--- config.mk ---
export PLATFORM = sky130hd
export DESIGN_NAME = greedy_limited_coin_change
export DESIGN_NICKNAME = d
export VERILOG_FILES = /design/src/gclc_pkg.sv /design/src/gclc_div.sv /design/src/greedy_limited_coin_change.sv
export SDC_FILE = /design/constraint.sdc
export NUM_CORES = 2
export LEC_CHECK = 0
export CORE_UTILIZATION = 35
export DETAILED_ROUTE_END_ITERATION = 12
export DONT_BUFFER_PORTS = 1
export HOLD_SLACK_MARGIN = 0.08
export PLACE_DENSITY = 0.52
export SKIP_LAST_GASP = 1
export SYNTH_ARGS = -nofsm -noshare
export SYNTH_HDL_FRONTEND = slang
export SYNTH_HIERARCHICAL = 1
export SYNTH_SLANG_ARGS = --single-unit
--- constraint.sdc ---
create_clock -name clk_i -period 13.1 [get_ports clk_i]
set_input_delay 2.62 -clock clk_i [delete_from_list [all_inputs] [get_ports clk_i]]
set_output_delay 2.62 -clock clk_i [all_outputs]
set_load 0.01 [all_outputs]
--- src/gclc_pkg.sv ---
// Shared types and constants for the greedy limited-supply coin change block.
`timescale 1ns / 1ps

package gclc_pkg;

  localparam int unsigned IndexW          = 4;
  localparam int unsigned EntryCap        = 1 << IndexW;
  localparam int unsigned ValueW          = 16;
  localparam int unsigned AmountW         = 32;
  localparam int unsigned CfgW            = 5;
  localparam int unsigned MaxKindsDefault = 16;

  localparam logic CMD_LOAD   = 1'b0;
  localparam logic CMD_CHANGE = 1'b1;

  typedef enum logic [1:0] {
    STATUS_EXACT    = 2'd0,
    STATUS_SHORT    = 2'd1,
    STATUS_NO_EXACT = 2'd2
  } gclc_status_e;

  typedef enum logic [3:0] {
    S_IDLE,
    S_SUM_MUL,
    S_SUM_ADD,
    S_CHECK,
    S_DIV_START,
    S_DIV_WAIT,
    S_MUL_SUB,
    S_SUB,
    S_EMIT
  } gclc_state_e;

endpackage

--- src/gclc_div.sv ---
// Restoring divider, one quotient bit per cycle, amount by coin face value.
`timescale 1ns / 1ps

module gclc_div import gclc_pkg::*; (
  input  logic               clk_i,
  input  logic               rst_ni,
  input  logic               start_i,
  input  logic [AmountW-1:0] dividend_i,
  input  logic [ValueW-1:0]  divisor_i,
  output logic               done_o,
  output logic [AmountW-1:0] quotient_o
);

  localparam int unsigned StepW = $clog2(AmountW);

  logic               busy_q;
  logic               done_q;
  logic [StepW-1:0]   step_q;
  logic [AmountW-1:0] quo_q;
  logic [ValueW-1:0]  rem_q;
  logic [ValueW-1:0]  divisor_q;
  logic [ValueW:0]    trial;
  logic [ValueW:0]    diff;
  logic               fits;

  assign trial = {rem_q, quo_q[AmountW-1]};
  assign fits  = trial >= {1'b0, divisor_q};
  assign diff  = trial - {1'b0, divisor_q};

  always_ff @(posedge clk_i or negedge rst_ni) begin
    if (!rst_ni) begin
      busy_q <= 1'b0;
      done_q <= 1'b0;
      step_q <= '0;
    end else if (start_i) begin
      busy_q <= 1'b1;
      done_q <= 1'b0;
      step_q <= '0;
    end else if (busy_q) begin
      step_q <= step_q + StepW'(1);
      if (step_q == StepW'(AmountW - 1)) begin
        busy_q <= 1'b0;
        done_q <= 1'b1;
      end
    end else begin
      done_q <= 1'b0;
    end
  end

  always_ff @(posedge clk_i) begin
    if (start_i) begin
      quo_q     <= dividend_i;
      rem_q     <= '0;
      divisor_q <= divisor_i;
    end else if (busy_q) begin
      quo_q <= {quo_q[AmountW-2:0], fits};
      rem_q <= fits ? diff[ValueW-1:0] : trial[ValueW-1:0];
    end
  end

  assign done_o     = done_q;
  assign quotient_o = quo_q;

endmodule

--- src/greedy_limited_coin_change.sv ---
// Top level of the greedy coin change engine with a limited supply per coin kind.
`timescale 1ns / 1ps

// A load request (command 0) writes one coin kind and gives no result. A change
// request (command 1) first sums value times count over the kinds in use through
// the shared 16x16 multiplier. If the amount exceeds that total or no kind is in
// use, one result ends the request; else it walks the kinds from the highest slot
// down, each kind with a non-zero value going through the 32-step bit-serial
// divider, and one result per kind follows, one a cycle. Busy stays high throughout.
// Results appear for exactly one cycle under res_valid_o and cannot be held off, so
// the receiver must take them as they come.

module greedy_limited_coin_change import gclc_pkg::*; #(
  parameter int unsigned MAX_KINDS = MaxKindsDefault
) (
  input  logic               clk_i,
  input  logic               rst_ni,
  input  logic               start,
  output logic               busy,
  input  logic               command_i,
  input  logic [IndexW-1:0]  entry_index_i,
  input  logic [ValueW-1:0]  coin_value_i,
  input  logic [ValueW-1:0]  coin_count_i,
  input  logic [AmountW-1:0] amount_i,
  input  logic               cfg_we_i,
  input  logic [CfgW-1:0]    cfg_wdata_i,
  output logic               res_valid_o,
  output logic [ValueW-1:0]  kind_value_o,
  output logic [ValueW-1:0]  coins_used_o,
  output logic [1:0]         status_o,
  output logic [AmountW-1:0] remainder_o,
  output logic               last_o
);

  localparam int unsigned TableDepth = (MAX_KINDS < EntryCap) ? MAX_KINDS : EntryCap;
  localparam int unsigned IdxW       = (TableDepth > 1) ? $clog2(TableDepth) : 1;
  localparam int unsigned CntW       = $clog2(TableDepth + 1);
  localparam int unsigned TotalW     = 2 * ValueW + IdxW;

  gclc_state_e state_q, state_d;

  logic [CfgW-1:0]     kinds_q;
  logic [CntW-1:0]     n_q, n_d;
  logic [CntW-1:0]     i_q, i_d;
  logic [AmountW-1:0]  money_q, money_d;
  logic [TotalW-1:0]   total_q, total_d;
  logic [2*ValueW-1:0] prod_q;
  logic [ValueW-1:0]   c_q, c_d;

  logic [ValueW-1:0] value_q [TableDepth];
  logic [ValueW-1:0] count_q [TableDepth];
  logic [ValueW-1:0] used_q  [TableDepth];

  logic               res_valid_q, res_valid_d;
  logic [ValueW-1:0]  kind_value_q, kind_value_d;
  logic [ValueW-1:0]  coins_used_q, coins_used_d;
  gclc_status_e       status_q, status_d;
  logic [AmountW-1:0] remainder_q, remainder_d;
  logic               last_q, last_d;

  logic               accept;
  logic               load_we;
  logic               used_we;
  logic [ValueW-1:0]  used_d;
  logic [IdxW-1:0]    ridx;
  logic [ValueW-1:0]  cur_v;
  logic [ValueW-1:0]  cur_c;
  logic [ValueW-1:0]  mul_b;
  logic [2*ValueW-1:0] product;
  logic               bottom;
  logic               short_fail;
  logic               over_total;
  logic               div_start;
  logic               div_done;
  logic [AmountW-1:0] quotient;
  logic [CntW-1:0]    n_clip;

  assign accept  = start && !busy;
  assign load_we = accept && (command_i == CMD_LOAD)
                   && ({1'b0, entry_index_i} < (IndexW + 1)'(TableDepth));
  assign busy    = (state_q != S_IDLE);

  assign ridx   = i_q[IdxW-1:0];
  assign cur_v  = value_q[ridx];
  assign cur_c  = count_q[ridx];
  assign bottom = (i_q == '0);

  assign n_clip = (kinds_q > CfgW'(TableDepth)) ? CntW'(TableDepth) : CntW'(kinds_q);

  assign mul_b   = (state_q == S_MUL_SUB) ? c_q : cur_c;
  assign product = {{ValueW{1'b0}}, cur_v} * {{ValueW{1'b0}}, mul_b};

  assign over_total = TotalW'(money_q) > total_q;
  assign short_fail = over_total || (n_q == '0);

  gclc_div u_div (
    .clk_i      (clk_i),
    .rst_ni     (rst_ni),
    .start_i    (div_start),
    .dividend_i (money_q),
    .divisor_i  (cur_v),
    .done_o     (div_done),
    .quotient_o (quotient)
  );

  always_comb begin
    state_d = state_q;
    case (state_q)
      S_IDLE: begin
        if (accept && (command_i == CMD_CHANGE)) begin
          state_d = S_SUM_MUL;
        end
      end
      S_SUM_MUL: begin
        state_d = (i_q == n_q) ? S_CHECK : S_SUM_ADD;
      end
      S_SUM_ADD: begin
        state_d = S_SUM_MUL;
      end
      S_CHECK: begin
        state_d = short_fail ? S_IDLE : S_DIV_START;
      end
      S_DIV_START: begin
        if (cur_v == '0) begin
          state_d = bottom ? S_EMIT : S_DIV_START;
        end else begin
          state_d = S_DIV_WAIT;
        end
      end
      S_DIV_WAIT: begin
        if (div_done) begin
          state_d = S_MUL_SUB;
        end
      end
      S_MUL_SUB: begin
        state_d = S_SUB;
      end
      S_SUB: begin
        state_d = bottom ? S_EMIT : S_DIV_START;
      end
      S_EMIT: begin
        state_d = bottom ? S_IDLE : S_EMIT;
      end
      default: begin
        state_d = S_IDLE;
      end
    endcase
  end

  always_comb begin
    n_d          = n_q;
    i_d          = i_q;
    money_d      = money_q;
    total_d      = total_q;
    c_d          = c_q;
    used_we      = 1'b0;
    used_d       = c_q;
    div_start    = 1'b0;
    res_valid_d  = 1'b0;
    kind_value_d = kind_value_q;
    coins_used_d = coins_used_q;
    status_d     = status_q;
    remainder_d  = remainder_q;
    last_d       = last_q;
    case (state_q)
      S_IDLE: begin
        if (accept && (command_i == CMD_CHANGE)) begin
          money_d = amount_i;
          n_d     = n_clip;
          i_d     = '0;
          total_d = '0;
        end
      end
      S_SUM_ADD: begin
        total_d = total_q + TotalW'(prod_q);
        i_d     = i_q + CntW'(1);
      end
      S_CHECK: begin
        if (short_fail) begin
          res_valid_d  = 1'b1;
          kind_value_d = '0;
          coins_used_d = '0;
          status_d     = over_total ? STATUS_SHORT : STATUS_EXACT;
          remainder_d  = money_q;
          last_d       = 1'b1;
        end else begin
          i_d = n_q - CntW'(1);
        end
      end
      S_DIV_START: begin
        if (cur_v == '0) begin
          used_we = 1'b1;
          used_d  = '0;
          i_d     = bottom ? (n_q - CntW'(1)) : (i_q - CntW'(1));
        end else begin
          div_start = 1'b1;
        end
      end
      S_DIV_WAIT: begin
        if (div_done) begin
          c_d = (quotient > AmountW'(cur_c)) ? cur_c : quotient[ValueW-1:0];
        end
      end
      S_MUL_SUB: begin
        used_we = 1'b1;
        used_d  = c_q;
      end
      S_SUB: begin
        money_d = money_q - AmountW'(prod_q);
        i_d     = bottom ? (n_q - CntW'(1)) : (i_q - CntW'(1));
      end
      S_EMIT: begin
        res_valid_d  = 1'b1;
        kind_value_d = cur_v;
        coins_used_d = used_q[ridx];
        status_d     = (money_q == '0) ? STATUS_EXACT : STATUS_NO_EXACT;
        remainder_d  = money_q;
        last_d       = bottom;
        if (!bottom) begin
          i_d = i_q - CntW'(1);
        end
      end
      default: begin
        n_d = n_q;
      end
    endcase
  end

  always_ff @(posedge clk_i or negedge rst_ni) begin
    if (!rst_ni) begin
      state_q     <= S_IDLE;
      kinds_q     <= '0;
      res_valid_q <= 1'b0;
    end else begin
      state_q     <= state_d;
      res_valid_q <= res_valid_d;
      if (cfg_we_i) begin
        kinds_q <= cfg_wdata_i;
      end
    end
  end

  always_ff @(posedge clk_i) begin
    n_q          <= n_d;
    i_q          <= i_d;
    money_q      <= money_d;
    total_q      <= total_d;
    c_q          <= c_d;
    prod_q       <= product;
    kind_value_q <= kind_value_d;
    coins_used_q <= coins_used_d;
    status_q     <= status_d;
    remainder_q  <= remainder_d;
    last_q       <= last_d;
  end

  always_ff @(posedge clk_i) begin
    if (load_we) begin
      value_q[entry_index_i[IdxW-1:0]] <= coin_value_i;
      count_q[entry_index_i[IdxW-1:0]] <= coin_count_i;
    end
    if (used_we) begin
      used_q[ridx] <= used_d;
    end
  end

  assign res_valid_o  = res_valid_q;
  assign kind_value_o = kind_value_q;
  assign coins_used_o = coins_used_q;
  assign status_o     = status_q;
  assign remainder_o  = remainder_q;
  assign last_o       = last_q;

endmodule

# After elaboration in Yosys (flattened, before gate mapping)
# Memories as Yosys holds them, arrays and structs flattened. A register that Yosys moved wholly into a read port is not among the register bits.
# Index checks and enable logic that the tools add are counted.
# op_classes
n_mux,57
eq_ne,17
bitwise_logic,1
n_lt_le_gt_ge,4
multipliers,1
add_sub_neg,7
reduce_logical,23
# ops
operator,n
2-to-1 mux 32 bit,4
case mux 32 bit (2 select lines),2
2-to-1 mux 16 bit,6
case mux 36 bit (2 select lines),1
case mux 16 bit (2 select lines),2
adder 36 x 32 -> 36 bit,1
greater-than comparator 32 x 36 -> 1 bit,1
2-to-1 mux 36 bit,1
case mux 4 bit (9 select lines),1
2-to-1 mux 5 bit,7
greater-than comparator 32 x 16 -> 1 bit,1
zero test 32 bit,1
multiplier 16 x 16 -> 32 bit,1
2-to-1 mux 4 bit,8
subtractor 32 bit,1
case mux 5 bit (6 select lines),1
>= comparator 17 x 16 -> 1 bit,1
2-to-1 mux 1 bit,17
"equality test 4 x 3 -> 1 bit, second input constant",4
zero test 16 bit,1
subtractor 16 bit,1
AND reduction 2 bit,6
"adder 5 x 1 -> 5 bit, second input constant",2
zero test 5 bit,2
23 further kinds,37
# word_totals
mem_count,3
ram_bits,768
inputBits,78
output_inout_bits,69
wordCells,133
reg_bits,274
# memory_table
memory,depth,width,rd,rd_clocked_by_memory_dff,wr,line,source
count_q,16,16,1,1,1,greedy_limited_coin_change.sv:51,logic [ValueW-1:0] count_q [TableDepth];
used_q,16,16,1,1,1,greedy_limited_coin_change.sv:52,logic [ValueW-1:0] used_q [TableDepth];
value_q,16,16,1,1,1,greedy_limited_coin_change.sv:50,logic [ValueW-1:0] value_q [TableDepth];

# Logic depth before layout (Yosys ltp)
# depth
ltp_word,7
depth_mapped,34
mapped_depth_nobuf,28

# Cells and area by module
# Netlist, hierarchy kept.
# by_module_without_submodules
module,seq_area_each_um2,area_per_inst_um2,n_inst,cells_per_inst
greedy_limited_coin_change,28867.7,49625.1,1,3265
gclc_div,1936.9,3993.8,1,339

# Worst setup path before layout
# No wires, ideal clock.
# synth_path
kind,register to register
startpoint,reg with a tool-made name
endpoint,reg prod_q[30]
required_ns,13.028
stages_incl_launch_ff,32
synth_period_minus_slack_ns,8.422
n_path_buf,6
setup_time_ns,0.072
arrival_time_ns,8.350
path_slack_ns,4.678
path_cell_list,dfxtp_1 > buf_2 > buf_4 > buf_4 > buf_4 > buf_1 > mux4_2 > mux4_2 > inv_1 > o21ai_1 > buf_2 > nand2_1 > fa_1 > fa_1 > fa_1 > inv_1 > fa_1 > fa_1 > inv_1 > fa_1 > inv_1 > ha_1 > and4_1 > a21oi_1 > o21ai_0 > a21oi_1 > a21oi_1 > o41ai_1 > o22ai_1 > a31o_2 > a31oi_1 > xnor2_1
# synth_rtl
element,line,source
to (signal assigned),greedy_limited_coin_change.sv:249,prod_q <= product;
to (decl),greedy_limited_coin_change.sv:47,logic [2*ValueW-1:0] prod_q;

==> flow_results.xml <==
<?xml version="1.0" encoding="UTF-8"?>
<metrics>
  <group name="status">
    <metric name="status" unit="">complete, no violations</metric>
  </group>
  <group name="yosys">
    <metric name="synth_nets" unit="">4118</metric>
    <metric name="post_synth_inst_count" unit="">3604</metric>
    <metric name="netlist_top_cells_area" unit="">sky130_fd_sc_hd__edfxtp_1 55%, sky130_fd_sc_hd__mux4_2 9.9%, sky130_fd_sc_hd__fa_1 7.4%</metric>
    <metric name="synth.distinct_cells" unit="">99</metric>
    <metric name="yosys_warnings" unit="">6</metric>
    <metric name="synthesis.area" unit="sq um">53600</metric>
    <metric name="post_synth.cell_area_avg" unit="sq um">14.9</metric>
    <metric name="synth.top_cell.area_share" unit="%">54.7</metric>
    <metric name="ys_seq_area_share" unit="%">57.5</metric>
    <metric name="synth_top_area_cell" unit="">sky130_fd_sc_hd__edfxtp_1</metric>
    <metric name="ys_seq_elements" unit="">1046</metric>
    <metric name="synth_enable_flop_cells" unit="">977</metric>
    <metric name="async_reset_ff_share" unit="%">1.63</metric>
    <metric name="synth_top_flop_cell" unit="">sky130_fd_sc_hd__edfxtp_1</metric>
  </group>
  <group name="die">
    <metric name="die_area" unit="sq um">155000</metric>
    <metric name="design.portCount" unit="">147</metric>
    <metric name="initial_utilization" unit="%">35.3</metric>
    <metric name="overall_die_height" unit="um">393</metric>
    <metric name="die_x" unit="um">393</metric>
    <metric name="core.rowCount" unit="">143</metric>
    <metric name="fp.coreArea" unit="sq um">152000</metric>
  </group>
  <group name="route">
    <metric name="drt-total-wl" unit="um">138000</metric>
    <metric name="routed_wire_length_per_instance" unit="um">23.8</metric>
    <metric name="route.vias.total" unit="">29600</metric>
    <metric name="vias_per_cell" unit="">5.11</metric>
    <metric name="antenna_left" unit="">0</metric>
    <metric name="drt-pass1-iter-count" unit="">5</metric>
    <metric name="residual_drc" unit="">0</metric>
    <metric name="initialDrtViolationCount" unit="">1895</metric>
  </group>
  <group name="flow_run">
    <metric name="drv.max_cap_violation_count" unit="">0</metric>
  </group>
  <group name="worst_setup_path">
    <metric name="path_class" unit="">reg2reg</metric>
    <metric name="r2r_cells" unit="">26</metric>
    <metric name="cp_data_required_time" unit="ps">13720</metric>
    <metric name="setup.worst_path.start_class" unit="">flip-flop</metric>
    <metric name="critical-path-top-delay-family" unit="">adder cells</metric>
    <metric name="r2r_setup_slack" unit="ps">3920</metric>
    <metric name="worst_path_most_repeated_cell" unit="">sky130_fd_sc_hd__fa_1</metric>
    <metric name="worst_path_largest_cell_delay" unit="ps">680</metric>
    <metric name="worstPathMaxFanout" unit="">104</metric>
    <metric name="worst_r2r_endpoint" unit="">prod_q[30]</metric>
    <metric name="worstPathBufferInverterCount" unit="">5</metric>
    <metric name="cp_slowest_cell" unit="">sky130_fd_sc_hd__dfxtp_4</metric>
    <metric name="cp-end-kind" unit="">flip-flop</metric>
    <metric name="worstPathArrival" unit="ps">9800</metric>
  </group>
  <group name="clock_network">
    <metric name="post_cts_resized" unit="">0</metric>
    <metric name="cts-root-to-sink-buffers" unit="">3</metric>
    <metric name="post_cts_buffers" unit="">0</metric>
    <metric name="cts.reportedPaths.clkPinSlew" unit="ps">60</metric>
    <metric name="cts_buffers" unit="">114</metric>
    <metric name="clock-root-buffer" unit="">sky130_fd_sc_hd__clkbuf_16</metric>
    <metric name="post_cts_hold_buffer_count" unit="">0</metric>
    <metric name="cts_htree_levels" unit="">3</metric>
    <metric name="clock-sinks" unit="">1046</metric>
    <metric name="clk-insertion-delay-late" unit="ps">750</metric>
    <metric name="tritoncts" unit="">yes</metric>
  </group>
  <group name="global_routing">
    <metric name="grt_pass1_vias" unit="">30900</metric>
    <metric name="wire_length_of_the_first_global_routing_pass" unit="um">205000</metric>
    <metric name="grtUsageTotal" unit="%">17.8</metric>
    <metric name="grt.overflow.total" unit="">0</metric>
    <metric name="antenna_violations_before_repair" unit="">8</metric>
    <metric name="grt_start_max_net_pins" unit="">124</metric>
  </group>
  <group name="final_layout">
    <metric name="sequential_cell_area" unit="sq um">30800</metric>
    <metric name="fin_nets" unit="">4170</metric>
    <metric name="num-fill-cells" unit="">14300</metric>
    <metric name="post_route_cells_drive_above_1_share" unit="%">16.3</metric>
    <metric name="multi_input_area" unit="sq um">20900</metric>
    <metric name="layoutNonFillerInstCount" unit="">5792</metric>
    <metric name="growth_of_design_area_from_synthesis_to_finish" unit="%">12.0</metric>
  </group>
  <group name="worst_hold_path">
    <metric name="timing.hold.worst_path_depth" unit="">2</metric>
    <metric name="timing.hold.worst.start" unit="">u_div/rem_q[15]</metric>
    <metric name="min_delay_worst_endpoint" unit="">u_div/rem_q[15]</metric>
    <metric name="worstHoldPathType" unit="">reg2reg</metric>
  </group>
  <group name="timing">
    <metric name="setup_tns" unit="ps">0</metric>
    <metric name="finalCriticalPeriod" unit="ps">9180</metric>
    <metric name="fin_skew" unit="ps">73.2</metric>
    <metric name="slew_headroom" unit="%">20.6</metric>
    <metric name="report.final.setup_viol" unit="">0</metric>
    <metric name="maxClockFrequency" unit="MHz">109</metric>
    <metric name="timing.final.hold_violations" unit="">0</metric>
    <metric name="timing.final.ws_setup" unit="ps">3920</metric>
    <metric name="maxSlewViolCount" unit="">0</metric>
    <metric name="worst-slew-pin-transition" unit="ps">1190</metric>
    <metric name="period_share" unit="%">70.1</metric>
    <metric name="rsz0062_at_grt" unit="">false</metric>
  </group>
  <group name="place">
    <metric name="inst_count_dp" unit="">5570</metric>
    <metric name="routability_congestion" unit="">0.826</metric>
    <metric name="post-place-ws" unit="ps">3960</metric>
    <metric name="io_buffer_count" unit="">0</metric>
    <metric name="dpl.hpwl" unit="um">88400</metric>
  </group>
</metrics>
synthesized netlist by cell type, types with 39 or more instances:
cell                       instances
sky130_fd_sc_hd__a21o_1           52
sky130_fd_sc_hd__a21oi_1         112
sky130_fd_sc_hd__and2_1           74
sky130_fd_sc_hd__clkbuf_1         79
sky130_fd_sc_hd__dfxtp_1          52
sky130_fd_sc_hd__edfxtp_1        977
sky130_fd_sc_hd__fa_1            197
sky130_fd_sc_hd__ha_1            239
sky130_fd_sc_hd__inv_1           369
sky130_fd_sc_hd__mux2_2           57
sky130_fd_sc_hd__mux4_2          236
sky130_fd_sc_hd__nand2_1         214
sky130_fd_sc_hd__nand2b_1         46
sky130_fd_sc_hd__nor2_1          165
sky130_fd_sc_hd__nor2b_1         105
sky130_fd_sc_hd__o21ai_0          97
sky130_fd_sc_hd__xnor2_1          60
sky130_fd_sc_hd__xor2_1           39
worst min-delay path, cell delays in order, from the launching register on:
cell and delay (ps):
sky130_fd_sc_hd__dfxtp_1 320, sky130_fd_sc_hd__nand2_1 50, sky130_fd_sc_hd__o21ai_0 60
cell families (layout without fill, tap and decap cells):
family                     after synthesis  after routing  share of synthesized area, %
other                                    0              7                             0
xor gates and xnor gates                99             99                          1.62
adders and majority gates              436            436                          12.9
DFF                                   1046           1046                          57.5
muxes                                  315            315                          11.6
AOI/OAI and AO/OA                      443            443                          5.40
buffers and inverters                  506            657                          3.84
and+or+nand+nor                        759            759                          7.19
sequential cells by signal, indices dropped and copies added (netlist names), 16 cells and up, named ones only:
name and flops:
money_q 32, value_q 256, c_q 16, remainder_o 32
u_div/divisor_q 16, prod_q 32, count_q 256, u_div/rem_q 16
coins_used_o 16, total_q 36, used_q 256, kind_value_o 16
u_div/quotient_o 32
routing by layer:
metal  wire length, um  up-vias  share of wire (%)  global-route usage (%)
met5                13        -             0.0094                       0
met4              3610        2                2.6                    5.64
met3              8530      181                6.2                    4.29
met2             65400      688                 48                    28.7
met1             60100    15300                 44                    23.6
li1                  -    13400                  -                       -
through the flow:
step / util [%] / cell area, sq um / hold WS [ps]
2_1_floorplan: - / 53600 / 439
3_3_place_gp: 37.0 / 56200 / 474
3_5_place_dp: 37.0 / 56200 / 490
4_1_cts: 39.5 / 60100 / 492
5_1_grt: 39.5 / 60100 / 529
6_report: 39.5 / 60100 / 484
layout make-up:
| class | instances | share of cell area [%] |
|---|---|---|
| Inverter | 371 | 2.32 |
| Sequential cell | 1046 | 51.3 |
| Tap cell | 2030 | 4.23 |
| Multi-Input combinational cell | 2052 | 34.8 |
| Timing Repair Buffer | 71 | 0.929 |
| Clock inverter | 74 | 1.43 |
| Antenna cell | 7 | 0.0292 |
| Clock buffer | 141 | 4.95 |
cell usage in the layout (no fill, tap or decap), drive strengths merged, types with 76 or more instances in the layout:
cell    instances
a21oi         115
edfxtp        977
ha            239
and2           76
nand2         216
nor2b         105
mux4          236
fa            197
o21ai         115
clkbuf        141
inv           376
nor2          166
worst max path at each step:
stage	startpoint	end	slack, ps	cells past startpoint
2_1_floorplan	flip-flop	prod_q[30]	4680	31
3_3_place_gp	flip-flop	prod_q[30]	3990	26
3_5_place_dp	flip-flop	prod_q[30]	3960	26
4_1_cts	flip-flop	prod_q[30]	3880	26
5_1_grt	flip-flop	prod_q[30]	3410	26
6_report	flip-flop	prod_q[30]	3920	26
Power is left out: the tool's default activity adds up to more than one toggle a clock period on the data nets, which glitch-free logic cannot reach.
